## src/hw/rtl/c_subset_tokenizer_unit_defines.svh

```systemverilog
// assertion macros shared by the tokenizer rtl
// needs clk_i and rst_ni in the module that uses them
`ifndef C_SUBSET_TOKENIZER_UNIT_DEFINES_SVH
`define C_SUBSET_TOKENIZER_UNIT_DEFINES_SVH

// condition holds at every edge out of reset
`define CST_ASSERT_ALWAYS(lbl, cond, msg) \
  lbl: assert property (@(posedge clk_i) disable iff (!rst_ni) (cond)) \
    else $error(msg);

// consequent holds in the same cycle as the antecedent
`define CST_ASSERT_IMP(lbl, ante, cons, msg) \
  lbl: assert property (@(posedge clk_i) disable iff (!rst_ni) (ante) |-> (cons)) \
    else $error(msg);

`endif

```

## src/hw/rtl/cst_pkg.sv

```systemverilog
// types, constants and character helpers for the c subset tokenizer
// no dependencies
`default_nettype none

package cst_pkg;

  localparam logic [1:0] MODE_IDLE = 2'd0;
  localparam logic [1:0] MODE_NAME = 2'd1;
  localparam logic [1:0] MODE_NUM  = 2'd2;
  localparam logic [1:0] MODE_HALT = 2'd3;

  localparam logic [4:0] KIND_END    = 5'd0;
  localparam logic [4:0] KIND_NAME   = 5'd15;
  localparam logic [4:0] KIND_LIT    = 5'd16;
  localparam logic [4:0] KIND_PUNCT0 = 5'd17;

  localparam int KW_NUM    = 14;
  localparam int KW_MAXLEN = 8;

  localparam logic [8*KW_MAXLEN-1:0] KW_STR [KW_NUM] = '{
    "int", "while", "switch", "break", "for", "continue", "else",
    "do", "if", "void", "char", "float", "double", "return"
  };

  localparam logic [3:0] KW_LEN [KW_NUM] = '{
    4'd3, 4'd5, 4'd6, 4'd5, 4'd3, 4'd8, 4'd4,
    4'd2, 4'd2, 4'd4, 4'd4, 4'd5, 4'd6, 4'd6
  };

  localparam logic [3:0] PUNCT_NONE = 4'd9;

  typedef enum logic [2:0] {
    CLS_LETTER,
    CLS_DIGIT,
    CLS_SPACE,
    CLS_PUNCT,
    CLS_OTHER
  } byte_cls_e;

  typedef enum logic [2:0] {
    EM_KW,
    EM_LIT,
    EM_CHAR,
    EM_PUNCT,
    EM_END
  } emit_sel_e;

  typedef struct packed {
    logic      take;
    logic      extend;
    logic      start;
    logic      emit;
    emit_sel_e emit_sel;
    logic      load_rd;
    logic      next_rd;
    logic      mode_idle;
    logic      mode_halt;
  } dp_cmd_t;

  typedef struct packed {
    logic [1:0] mode;
    logic       in_ext;
    logic       in_fin;
    logic       kw_hit;
    byte_cls_e  cls;
    logic       fin;
    logic       out_free;
    logic       run_end;
  } dp_stat_t;

  function automatic logic is_digit(input logic [7:0] c);
    return (c >= 8'h30) && (c <= 8'h39);
  endfunction

  function automatic logic is_ident_head(input logic [7:0] c);
    return ((c >= 8'h41) && (c <= 8'h5A)) || ((c >= 8'h61) && (c <= 8'h7A)) ||
           (c == 8'h5F);
  endfunction

  function automatic logic [3:0] punct_idx(input logic [7:0] c);
    logic [3:0] r;
    r = PUNCT_NONE;
    unique case (c)
      8'h7B:   r = 4'd0;
      8'h7D:   r = 4'd1;
      8'h28:   r = 4'd2;
      8'h29:   r = 4'd3;
      8'h3B:   r = 4'd4;
      8'h3D:   r = 4'd5;
      8'h2B:   r = 4'd6;
      8'h2D:   r = 4'd7;
      8'h2C:   r = 4'd8;
      default: r = PUNCT_NONE;
    endcase
    return r;
  endfunction

  function automatic byte_cls_e byte_cls(input logic [7:0] c);
    byte_cls_e r;
    if (is_ident_head(c)) begin
      r = CLS_LETTER;
    end else if (is_digit(c)) begin
      r = CLS_DIGIT;
    end else if ((c == 8'h20) || (c == 8'h0A)) begin
      r = CLS_SPACE;
    end else if (punct_idx(c) != PUNCT_NONE) begin
      r = CLS_PUNCT;
    end else begin
      r = CLS_OTHER;
    end
    return r;
  endfunction

  // character at position p of keyword k, zero past its end
  function automatic logic [7:0] kw_char(input int unsigned k, input logic [2:0] p);
    logic [8*KW_MAXLEN-1:0] w;
    w = KW_STR[k] << (8 * (KW_MAXLEN - int'(KW_LEN[k])));
    return w[8*KW_MAXLEN-1-8*p -: 8];
  endfunction

endpackage

`default_nettype wire

```

## src/hw/rtl/cst_ifs.sv

```systemverilog
// valid/ready word channels for source bytes and tokens
// no dependencies
`default_nettype none

interface cst_in_if;
  logic       valid;
  logic       ready;
  logic [7:0] src_byte;
  logic       final_byte;

  modport source (output valid, src_byte, final_byte, input ready);
  modport sink   (input valid, src_byte, final_byte, output ready);
endinterface

interface cst_out_if;
  logic               valid;
  logic               ready;
  logic        [4:0]  token_kind;
  logic signed [31:0] literal_value;
  logic        [7:0]  name_char;
  logic               run_last;
  logic               name_cut;

  modport source (output valid, token_kind, literal_value, name_char, run_last, name_cut,
                  input ready);
  modport sink   (input valid, token_kind, literal_value, name_char, run_last, name_cut,
                  output ready);
endinterface

`default_nettype wire

```

## src/hw/rtl/cst_ctrl.sv

```systemverilog
// tokenizer sequencer: accepts bytes and steps flush, name, action and end phases
// depends on cst_pkg
`default_nettype none

module cst_ctrl
  import cst_pkg::*;
(
  input  wire logic     clk_i,
  input  wire logic     rst_ni,
  input  wire logic     in_valid_i,
  output logic          in_ready_o,
  input  wire dp_stat_t stat_i,
  output dp_cmd_t       cmd_o
);

  localparam logic [2:0] ST_IDLE  = 3'd0;
  localparam logic [2:0] ST_FLUSH = 3'd1;
  localparam logic [2:0] ST_NAME  = 3'd2;
  localparam logic [2:0] ST_ACT   = 3'd3;
  localparam logic [2:0] ST_END   = 3'd4;

  logic [2:0] state_q, state_d;
  logic       final_q, final_d;
  logic [2:0] after_flush;

  assign after_flush = final_q ? ST_END : ST_ACT;
  assign in_ready_o  = (state_q == ST_IDLE);

  always_comb begin
    cmd_o   = '0;
    state_d = state_q;
    final_d = final_q;
    unique case (state_q)
      ST_IDLE: begin
        if (in_valid_i) begin
          cmd_o.take = 1'b1;
          if (stat_i.mode == MODE_HALT) begin
            cmd_o.mode_idle = stat_i.in_fin;
          end else if (stat_i.in_ext) begin
            cmd_o.extend = 1'b1;
            if (stat_i.in_fin) begin
              state_d = ST_FLUSH;
              final_d = 1'b1;
            end
          end else begin
            state_d = ST_FLUSH;
            final_d = 1'b0;
          end
        end
      end
      ST_FLUSH: begin
        if (stat_i.mode == MODE_NAME) begin
          if (stat_i.kw_hit) begin
            cmd_o.emit     = 1'b1;
            cmd_o.emit_sel = EM_KW;
            if (stat_i.out_free) begin
              cmd_o.mode_idle = 1'b1;
              state_d         = after_flush;
            end
          end else begin
            cmd_o.load_rd = 1'b1;
            state_d       = ST_NAME;
          end
        end else if (stat_i.mode == MODE_NUM) begin
          cmd_o.emit     = 1'b1;
          cmd_o.emit_sel = EM_LIT;
          if (stat_i.out_free) begin
            cmd_o.mode_idle = 1'b1;
            state_d         = after_flush;
          end
        end else begin
          state_d = after_flush;
        end
      end
      ST_NAME: begin
        cmd_o.emit     = 1'b1;
        cmd_o.emit_sel = EM_CHAR;
        if (stat_i.out_free) begin
          if (stat_i.run_end) begin
            cmd_o.mode_idle = 1'b1;
            state_d         = after_flush;
          end else begin
            cmd_o.next_rd = 1'b1;
          end
        end
      end
      ST_ACT: begin
        unique case (stat_i.cls)
          CLS_LETTER, CLS_DIGIT: begin
            cmd_o.start = 1'b1;
            state_d     = stat_i.fin ? ST_FLUSH : ST_IDLE;
            final_d     = 1'b1;
          end
          CLS_SPACE: begin
            state_d = stat_i.fin ? ST_END : ST_IDLE;
          end
          CLS_PUNCT: begin
            cmd_o.emit     = 1'b1;
            cmd_o.emit_sel = EM_PUNCT;
            if (stat_i.out_free) begin
              state_d = stat_i.fin ? ST_END : ST_IDLE;
            end
          end
          CLS_OTHER: begin
            cmd_o.emit     = 1'b1;
            cmd_o.emit_sel = EM_END;
            if (stat_i.out_free) begin
              cmd_o.mode_halt = !stat_i.fin;
              state_d         = ST_IDLE;
            end
          end
          default: state_d = ST_IDLE;
        endcase
      end
      ST_END: begin
        cmd_o.emit     = 1'b1;
        cmd_o.emit_sel = EM_END;
        if (stat_i.out_free) begin
          state_d = ST_IDLE;
        end
      end
      default: state_d = ST_IDLE;
    endcase
  end

  always_ff @(posedge clk_i or negedge rst_ni) begin
    if (!rst_ni) begin
      state_q <= ST_IDLE;
      final_q <= 1'b0;
    end else begin
      state_q <= state_d;
      final_q <= final_d;
    end
  end

endmodule

`default_nettype wire

```

## src/hw/rtl/cst_dpath.sv

```systemverilog
// tokenizer datapath: name store, keyword match, literal accumulator, output register
// depends on cst_pkg, cst_ifs and the assertion macro header
`default_nettype none
`include "c_subset_tokenizer_unit_defines.svh"

module cst_dpath
  import cst_pkg::*;
#(
  parameter int MAX_NAME = 32
) (
  input  wire logic     clk_i,
  input  wire logic     rst_ni,
  input  wire logic     [7:0] src_byte_i,
  input  wire logic     final_byte_i,
  input  wire dp_cmd_t  cmd_i,
  output dp_stat_t      stat_o,
  cst_out_if.source     out_o
);

  localparam int AW = $clog2(MAX_NAME);
  localparam int CW = $clog2(MAX_NAME + 1);

  logic [7:0]        name_mem [MAX_NAME];
  logic [1:0]        mode_q, mode_d;
  logic [CW-1:0]     count_q;
  logic              cut_q;
  logic [KW_NUM-1:0] mask_q;
  logic [31:0]       sum_q;
  logic [AW-1:0]     idx_q;
  logic [7:0]        rd_q;
  logic [7:0]        byte_q;
  logic              fin_q;

  logic              out_valid_q;
  logic [4:0]        kind_q;
  logic [31:0]       lit_q;
  logic [7:0]        char_q;
  logic              last_q;
  logic              cutout_q;

  byte_cls_e         in_cls, cls_q;
  logic              room;
  logic              name_ext;
  logic              wr_en;
  logic [AW-1:0]     wr_addr;
  logic [7:0]        wr_data;
  logic              rd_en;
  logic [AW-1:0]     rd_addr;
  logic              pos_ok;
  logic [KW_NUM-1:0] mask_ext, mask_start;
  logic              kw_hit;
  logic [4:0]        kw_kind;
  logic              run_end;
  logic              out_free;
  logic              load_out;
  logic [4:0]        kind_d;
  logic [31:0]       lit_d;
  logic [7:0]        char_d;
  logic              last_d;
  logic              cutout_d;

  assign in_cls   = byte_cls(src_byte_i);
  assign cls_q    = byte_cls(byte_q);
  assign room     = (count_q < CW'(MAX_NAME));
  assign name_ext = cmd_i.extend && (mode_q == MODE_NAME);
  assign run_end  = ((CW'(idx_q) + CW'(1)) == count_q);
  assign out_free = !out_valid_q || out_o.ready;
  assign load_out = cmd_i.emit && out_free;

  assign wr_en   = (name_ext && room) || (cmd_i.start && (cls_q == CLS_LETTER));
  assign wr_addr = cmd_i.start ? AW'(0) : count_q[AW-1:0];
  assign wr_data = cmd_i.start ? byte_q : src_byte_i;
  assign rd_en   = cmd_i.load_rd || cmd_i.next_rd;
  assign rd_addr = cmd_i.load_rd ? AW'(0) : AW'(idx_q + 1'b1);

  // running keyword candidates, narrowed as each character is stored
  assign pos_ok = (count_q < CW'(KW_MAXLEN));
  always_comb begin
    kw_hit  = 1'b0;
    kw_kind = KIND_END;
    for (int k = 0; k < KW_NUM; k++) begin
      mask_ext[k]   = mask_q[k] && pos_ok && (CW'(KW_LEN[k]) > count_q) &&
                      (kw_char(k, count_q[2:0]) == src_byte_i);
      mask_start[k] = (kw_char(k, 3'd0) == byte_q);
      if (mask_q[k] && (CW'(KW_LEN[k]) == count_q)) begin
        kw_hit  = !cut_q;
        kw_kind = 5'(k + 1);
      end
    end
  end

  always_comb begin
    mode_d = mode_q;
    if (cmd_i.mode_halt) begin
      mode_d = MODE_HALT;
    end else if (cmd_i.mode_idle) begin
      mode_d = MODE_IDLE;
    end else if (cmd_i.start) begin
      mode_d = (cls_q == CLS_LETTER) ? MODE_NAME : MODE_NUM;
    end
  end

  always_comb begin
    kind_d   = KIND_END;
    lit_d    = '0;
    char_d   = '0;
    last_d   = 1'b1;
    cutout_d = 1'b0;
    unique case (cmd_i.emit_sel)
      EM_KW:    kind_d = kw_kind;
      EM_LIT: begin
        kind_d = KIND_LIT;
        lit_d  = sum_q;
      end
      EM_CHAR: begin
        kind_d   = KIND_NAME;
        char_d   = rd_q;
        last_d   = run_end;
        cutout_d = cut_q;
      end
      EM_PUNCT: kind_d = KIND_PUNCT0 + {1'b0, punct_idx(byte_q)};
      EM_END:   kind_d = KIND_END;
      default:  kind_d = KIND_END;
    endcase
  end

  always_ff @(posedge clk_i) begin
    if (wr_en) begin
      name_mem[wr_addr] <= wr_data;
    end
    if (rd_en) begin
      rd_q <= name_mem[rd_addr];
    end
    if (cmd_i.take) begin
      byte_q <= src_byte_i;
      fin_q  <= final_byte_i;
    end
    if (load_out) begin
      kind_q   <= kind_d;
      lit_q    <= lit_d;
      char_q   <= char_d;
      last_q   <= last_d;
      cutout_q <= cutout_d;
    end
  end

  always_ff @(posedge clk_i or negedge rst_ni) begin
    if (!rst_ni) begin
      mode_q      <= MODE_IDLE;
      count_q     <= '0;
      cut_q       <= 1'b0;
      mask_q      <= '0;
      sum_q       <= '0;
      idx_q       <= '0;
      out_valid_q <= 1'b0;
    end else begin
      mode_q <= mode_d;
      if (name_ext) begin
        if (room) begin
          count_q <= count_q + CW'(1);
          mask_q  <= mask_ext;
        end else begin
          cut_q <= 1'b1;
        end
      end else if (cmd_i.start && (cls_q == CLS_LETTER)) begin
        count_q <= CW'(1);
        cut_q   <= 1'b0;
        mask_q  <= mask_start;
      end
      if (cmd_i.extend && (mode_q == MODE_NUM)) begin
        sum_q <= {sum_q[28:0], 3'b000} + {sum_q[30:0], 1'b0} + {28'd0, src_byte_i[3:0]};
      end else if (cmd_i.start && (cls_q == CLS_DIGIT)) begin
        sum_q <= {28'd0, byte_q[3:0]};
      end
      if (cmd_i.load_rd) begin
        idx_q <= '0;
      end else if (cmd_i.next_rd) begin
        idx_q <= AW'(idx_q + 1'b1);
      end
      if (load_out) begin
        out_valid_q <= 1'b1;
      end else if (out_o.ready) begin
        out_valid_q <= 1'b0;
      end
    end
  end

  assign stat_o.mode     = mode_q;
  assign stat_o.in_ext   = ((mode_q == MODE_NAME) &&
                            ((in_cls == CLS_LETTER) || (in_cls == CLS_DIGIT))) ||
                           ((mode_q == MODE_NUM) && (in_cls == CLS_DIGIT));
  assign stat_o.in_fin   = final_byte_i;
  assign stat_o.kw_hit   = kw_hit;
  assign stat_o.cls      = cls_q;
  assign stat_o.fin      = fin_q;
  assign stat_o.out_free = out_free;
  assign stat_o.run_end  = run_end;

  assign out_o.valid         = out_valid_q;
  assign out_o.token_kind    = kind_q;
  assign out_o.literal_value = $signed(lit_q);
  assign out_o.name_char     = char_q;
  assign out_o.run_last      = last_q;
  assign out_o.name_cut      = cutout_q;

  `CST_ASSERT_ALWAYS(a_count_range, count_q <= CW'(MAX_NAME), "name count beyond store")
  `CST_ASSERT_IMP(a_char_in_run, cmd_i.emit && (cmd_i.emit_sel == EM_CHAR),
    CW'(idx_q) < count_q, "name read past stored characters")
  `CST_ASSERT_IMP(a_cut_only_name, out_valid_q && (kind_q != KIND_NAME), !cutout_q,
    "cut flag on a non-name word")
  `CST_ASSERT_IMP(a_halt_silent, mode_q == MODE_HALT, !cmd_i.emit && !wr_en,
    "activity while halted")

endmodule

`default_nettype wire

```

## src/hw/rtl/c_subset_tokenizer_unit.sv

```systemverilog
// c subset tokenizer: source bytes in, tokens out
// input channel src_byte/final_byte, output channel token words; valid/ready on both.
// a byte that extends the pending name or literal is taken while the sequencer stays
// idle, and the next byte can follow at once. a byte that ends a token passes a flush
// step emitting a keyword or literal, or reading the name store to emit a plain name
// one character per word, then an action step, and an end word step on a final byte.
// a name run is limited by MAX_NAME characters; longer names are cut and flagged.
// the result sits in an output register, so a new byte is taken while the last word
// waits; while the receiver stalls the sequencer holds in the emitting step.
// after an unknown byte an end word is sent and bytes are dropped up to a final byte.
// reset (rst_ni low, asynchronous) empties the output register and returns to idle
// between tokens; the name store is not cleared and needs no clearing pass.
// depends on cst_pkg, cst_ifs, cst_ctrl, cst_dpath
`default_nettype none

module c_subset_tokenizer_unit
  import cst_pkg::*;
#(
  parameter int MAX_NAME = 32
) (
  input  wire logic  clk_i,
  input  wire logic  rst_ni,
  cst_in_if.sink     in_i,
  cst_out_if.source  out_o
);

  dp_cmd_t  cmd;
  dp_stat_t stat;

  cst_ctrl u_ctrl (
    .clk_i      (clk_i),
    .rst_ni     (rst_ni),
    .in_valid_i (in_i.valid),
    .in_ready_o (in_i.ready),
    .stat_i     (stat),
    .cmd_o      (cmd)
  );

  cst_dpath #(
    .MAX_NAME (MAX_NAME)
  ) u_dpath (
    .clk_i        (clk_i),
    .rst_ni       (rst_ni),
    .src_byte_i   (in_i.src_byte),
    .final_byte_i (in_i.final_byte),
    .cmd_i        (cmd),
    .stat_o       (stat),
    .out_o        (out_o)
  );

endmodule

`default_nettype wire

```

## src/flat_wrapper.sv

```systemverilog
// flat-port wrapper written by rule: the top's interface ports become plain ports
module c_subset_tokenizer_unit_flat import cst_pkg::*;
#(
  parameter int MAX_NAME = 32
)
  (clk_i, rst_ni, in_i_valid, in_i_src_byte, in_i_final_byte, in_i_ready, out_o_valid, out_o_token_kind, out_o_literal_value, out_o_name_char, out_o_run_last, out_o_name_cut, out_o_ready);
  cst_in_if in_i_i ();
  cst_out_if out_o_i ();
  input  wire logic clk_i;
  input  wire logic rst_ni;
  input wire logic [$bits(in_i_i.valid)-1:0] in_i_valid;
  input wire logic [$bits(in_i_i.src_byte)-1:0] in_i_src_byte;
  input wire logic [$bits(in_i_i.final_byte)-1:0] in_i_final_byte;
  output wire logic [$bits(in_i_i.ready)-1:0] in_i_ready;
  output wire logic [$bits(out_o_i.valid)-1:0] out_o_valid;
  output wire logic [$bits(out_o_i.token_kind)-1:0] out_o_token_kind;
  output wire logic [$bits(out_o_i.literal_value)-1:0] out_o_literal_value;
  output wire logic [$bits(out_o_i.name_char)-1:0] out_o_name_char;
  output wire logic [$bits(out_o_i.run_last)-1:0] out_o_run_last;
  output wire logic [$bits(out_o_i.name_cut)-1:0] out_o_name_cut;
  input wire logic [$bits(out_o_i.ready)-1:0] out_o_ready;
  assign in_i_i.valid = in_i_valid;
  assign in_i_i.src_byte = in_i_src_byte;
  assign in_i_i.final_byte = in_i_final_byte;
  assign in_i_ready = in_i_i.ready;
  assign out_o_valid = out_o_i.valid;
  assign out_o_token_kind = out_o_i.token_kind;
  assign out_o_literal_value = out_o_i.literal_value;
  assign out_o_name_char = out_o_i.name_char;
  assign out_o_run_last = out_o_i.run_last;
  assign out_o_name_cut = out_o_i.name_cut;
  assign out_o_i.ready = out_o_ready;
  c_subset_tokenizer_unit #(.MAX_NAME(MAX_NAME)) u_core (.clk_i(clk_i), .rst_ni(rst_ni), .in_i(in_i_i), .out_o(out_o_i));
endmodule
```

## config.mk

```make
export PLATFORM = sky130hd
export DESIGN_NAME = c_subset_tokenizer_unit_flat
export DESIGN_NICKNAME = d
export VERILOG_FILES = /design/src/hw/rtl/cst_pkg.sv /design/src/hw/rtl/cst_ifs.sv /design/src/hw/rtl/cst_ctrl.sv /design/src/hw/rtl/cst_dpath.sv /design/src/hw/rtl/c_subset_tokenizer_unit.sv /design/src/flat_wrapper.sv
export VERILOG_INCLUDE_DIRS = /design/src /design/src/hw/rtl
export SDC_FILE = /design/constraint.sdc
export NUM_CORES = 1
export LEC_CHECK = 0
export BUFFER_PORTS_ARGS = -buffer_cell sky130_fd_sc_hd__buf_2
export CAP_MARGIN = 20
export CELL_PAD_IN_SITES_DETAIL_PLACEMENT = 2
export CELL_PAD_IN_SITES_GLOBAL_PLACEMENT = 2
export CORE_MARGIN = 3
export CORE_UTILIZATION = 44
export CTS_BUF_LIST = sky130_fd_sc_hd__clkbuf_8
export DETAILED_ROUTE_END_ITERATION = 6
export GPL_ROUTABILITY_DRIVEN = 0
export MAX_ROUTING_LAYER = met4
export PLACE_DENSITY = 0.93
export SYNTH_ARGS = -nofsm -noshare
export SYNTH_HDL_FRONTEND = slang
export SYNTH_SLANG_ARGS = --single-unit
```

## constraint.sdc

```tcl
create_clock -name clk_i -period 5.5 [get_ports clk_i]
set_input_delay 1.1 -clock clk_i [delete_from_list [all_inputs] [get_ports clk_i]]
set_output_delay 1.1 -clock clk_i [all_outputs]
set_load 0.05 [all_outputs]
```

==> results.md <==
* H-tree depth at 3
* Remaining DRCs at 0
* Reg area at 11200 sq um
* IO Pins at 62
* Setup crit start: u_core.u_dpath.count_q[0]
* Combinational family with the most area after synthesis: simple AND/OR/NAND/NOR gates
* Worst Path Max Fanout at 19
* DR pass1 iterations at 5
* Leak at about 8.3 nW
* Tot GR Track Use at 0.393
* Final setup fails at 0
* HP Class: register to register
* Clock sinks at approximately 390
* # Post-CTS Setup Buffers at 0
* Nets@finish at 1946
* Syn Nets at 1881
* TritonCTS Buffers at between 60 and 70
* Vias at roughly 18000
* Max_slew headroom at 0.137
* Setup TNS at 0 ps
* DP Wirelength at 53800 um
* Detail Route Antenna Nets at 0
* Seq/Total Area, Yosys at 0.567
* Mapped Cells at 1797
* CTS tree: yes
* Number of DRC markers in iteration 0 at between 2000 and 2500
* Syn_area_per_cell at around 11 sq um
* Area Growth Syn to Fin at 11.8%
* Peak supply drop at ~0.34 mV
* Area of the core at around 44000 sq um
* Synth Area in Compound Gates at 0.146
* Post-Synth Adder-Cell Area at 0.0456
* Clock Skew at just under 70 ps
* Post-synthesis mux area share at 0.0265
* Syn Std Cell Area at about 20000 sq um
* Hold path startpoint: u_core.u_dpath.rd_q[0]
* Startpoint types: register
* Buffers on Ports at 61
* Number of synthesized flops with an enable pin at between 300 and 400
* Routed length per instance at 36.9 um
* Post-CTS Hold Buffers at 0
* Full die area at ~48000 sq um
* Initial antenna violation count at 1
* Rows at 77
* Crit share post-route at 0.963
* F_max at ~190 MHz
* Vias in the first global route at around 19000
* Clk slew on worst S/H paths at around 80 ps
* Post-CTS resize count at 0
* Max Cap Viol at 0
* Pwr dens at around 540 nW/um^2
* Post-synthesis register bit count at between 300 and 400
* Fill count at around 4400
* Most frequent cells in the layout: 320 x edfxtp_1, 205 x nand2_1, 114 x nor2_1, 109 x o21ai_0, 86 x nand3_1
* Status: finished clean
* Crit path DAT at around 5700 ps
* Most common cell after layout, fill and taps aside: edfxtp_1
* RSZ-0062 raised after global routing: false
* Die width at ~220 um
* First-pass GRT wire length at ~130000 um
* Clk buf depth at 3
* Initial core utilization at 0.447
* Min Tclk post-route at between 5000 and 6000 ps
* Vias/cell at slightly above 7
* Multi-input logic area at approximately 8000 sq um
* Final Hold Violating Endpoints at 0
* Number of synthesis warnings at 0
* CP required at about 5900 ps
* Pins Over Slew Limit at 0
* Critical path type: register to register
* Die Y at around 220 um
* Share of layout cells above drive strength 1 at 0.127
* Largest net degree at the start of global routing at 66
* WL final at about 92000 um
* Most used flip-flop cell after synthesis: edfxtp_1
* Yosys cell types at 82
* Worst skew pair latency at ~670 ps
* Root Driver: clkbuf_8
* Async SR Flop Fraction at 0.169
* Total congestion overflow at 0
* Post-synthesis xor/xnor area fraction at 0.0257
* Post-synthesis simple-gate area fraction at 0.158
* Crit. End Element: register
* Worst hold margin at about 550 ps
* Worst Tran Pin Value at about 1300 ps
* Reg2Reg Launch Point: u_core.u_dpath.count_q[0]
-- report_power, final --
group	leakage [nW]	switching (mW)	internal, mW	total [mW]
logic	3.79	3.98	1.30	5.28
registers	3.78	0.338	3.67	4.01
clock network	0.754	1.42	1.30	2.72
-- through the flow --
stage / utilization / instances / setup slack, ps / total power, mW / area (sq um)
floorplan: - / 1797 / 783 / 7.26 / 19800
global placement: 0.470 / 2380 / 921 / 8.40 / 20800
detailed placement: 0.470 / 2380 / 595 / 8.87 / 20800
CTS: 0.498 / 2501 / 450 / 11.8 / 22100
global route: 0.499 / 2505 / 248 / 12.3 / 22100
finish: 0.499 / 2505 / 201 / 12.0 / 22100
-- cell type report --
cell class / count / share of cell area
Clock inverter: 43 / 0.00842
Inverter: 33 / 0.00560
Antenna cell: 1 / 0.000113
Clock buffer: 78 / 0.0485
Multi-Input combinational cell: 1262 / 0.364
Timing Repair Buffer: 111 / 0.0324
Sequential cell: 385 / 0.508
Tap cell: 592 / 0.0335
-- critical path: stages, from the launching register on --
cell and delay, ps:
dfrtp_1 390, buf_4 230, inv_1 370, ha_1 680, and3_1 390, a32oi_1 220
nand4_1 420, nand4_1 960, a221oi_1 720, a311oi_1 220, a311oi_1 460
-- cell families after synthesis --
kind of cell               after synthesis
xor gates and xnor gates                58
AOI/OAI and AO/OA                      438
and+or+nand+nor                        645
muxes                                   50
adders and majority gates               71
DFF                                    385
buffers and inverters                  150
-- synthesized netlist by cell type (9+ instances only) --
master,count,area (sq um)
o22ai_1,15,93.8
and2_1,20,125
a31oi_1,27,169
mux2_2,9,101
a211o_1,9,78.8
xnor2_1,39,342
o21ai_1,11,55.1
nor3_1,56,280
nand2_1,206,773
a221oi_1,13,114
o21a_1,11,82.6
a211oi_1,24,180
nand4_1,24,150
nand3_1,86,430
nor4_1,20,125
edfxtp_1,320,9610
clkbuf_1,86,323
a21o_1,16,120
o21ai_0,113,566
nand2b_1,20,125
or3_1,9,56.3
a21oi_1,76,380
dfrtp_1,65,1630
xor2_1,19,166
o221ai_1,9,78.8
inv_1,30,113
nor2b_1,17,106
and3_1,37,231
a311oi_1,35,307
o31ai_1,9,67.6
mux2i_1,40,400
buf_2,12,60.1
o211ai_1,9,67.6
buf_1,14,52.6
ha_1,69,863
nor2_1,117,439
-- final timing paths --
kind                                                          end  slack [ps]  depth (start not counted)
worst max-delay path                       u_core.u_dpath.rd_q[5]         200                         10
worst max register to register             u_core.u_dpath.rd_q[5]         200                         10
worst min-delay path            u_core.u_dpath.out_o.name_char[0]         550                          1
worst min register to register  u_core.u_dpath.out_o.name_char[0]         550                          1
max in group asynchronous               u_core.u_dpath.count_q[2]        4050                          2
min in group asynchronous                u_core.u_dpath.sum_q[10]         670                          2
-- layer usage --
layer | share of wire | vias to the layer above | track usage
met4 | 0.069 | 0 | 0.231
met3 | 0.088 | 469 | 0.0781
met1 | 0.36 | 9044 | 0.458
met5 | 0 | - | -
li1 | - | 6947 | -
met2 | 0.48 | 1391 | 0.635
-- registers in the layout (all words and copies together), names as in the netlist --
register,flops
u_core.u_ctrl.final_q,1
u_core.u_ctrl.state_q,3
u_core.u_dpath.byte_q,8
u_core.u_dpath.count_q,6
u_core.u_dpath.cut_q,1
u_core.u_dpath.fin_q,1
u_core.u_dpath.idx_q,5
u_core.u_dpath.mask_q,14
u_core.u_dpath.mode_q,2
u_core.u_dpath.name_mem,256
u_core.u_dpath.out_o.literal_value,32
u_core.u_dpath.out_o.name_char,8
u_core.u_dpath.out_o.name_cut,1
u_core.u_dpath.out_o.run_last,1
u_core.u_dpath.out_o.token_kind,5
u_core.u_dpath.out_o.valid,1
u_core.u_dpath.rd_q,8
u_core.u_dpath.sum_q,32
No activity file was read; power rests on OpenSTA's default activity.
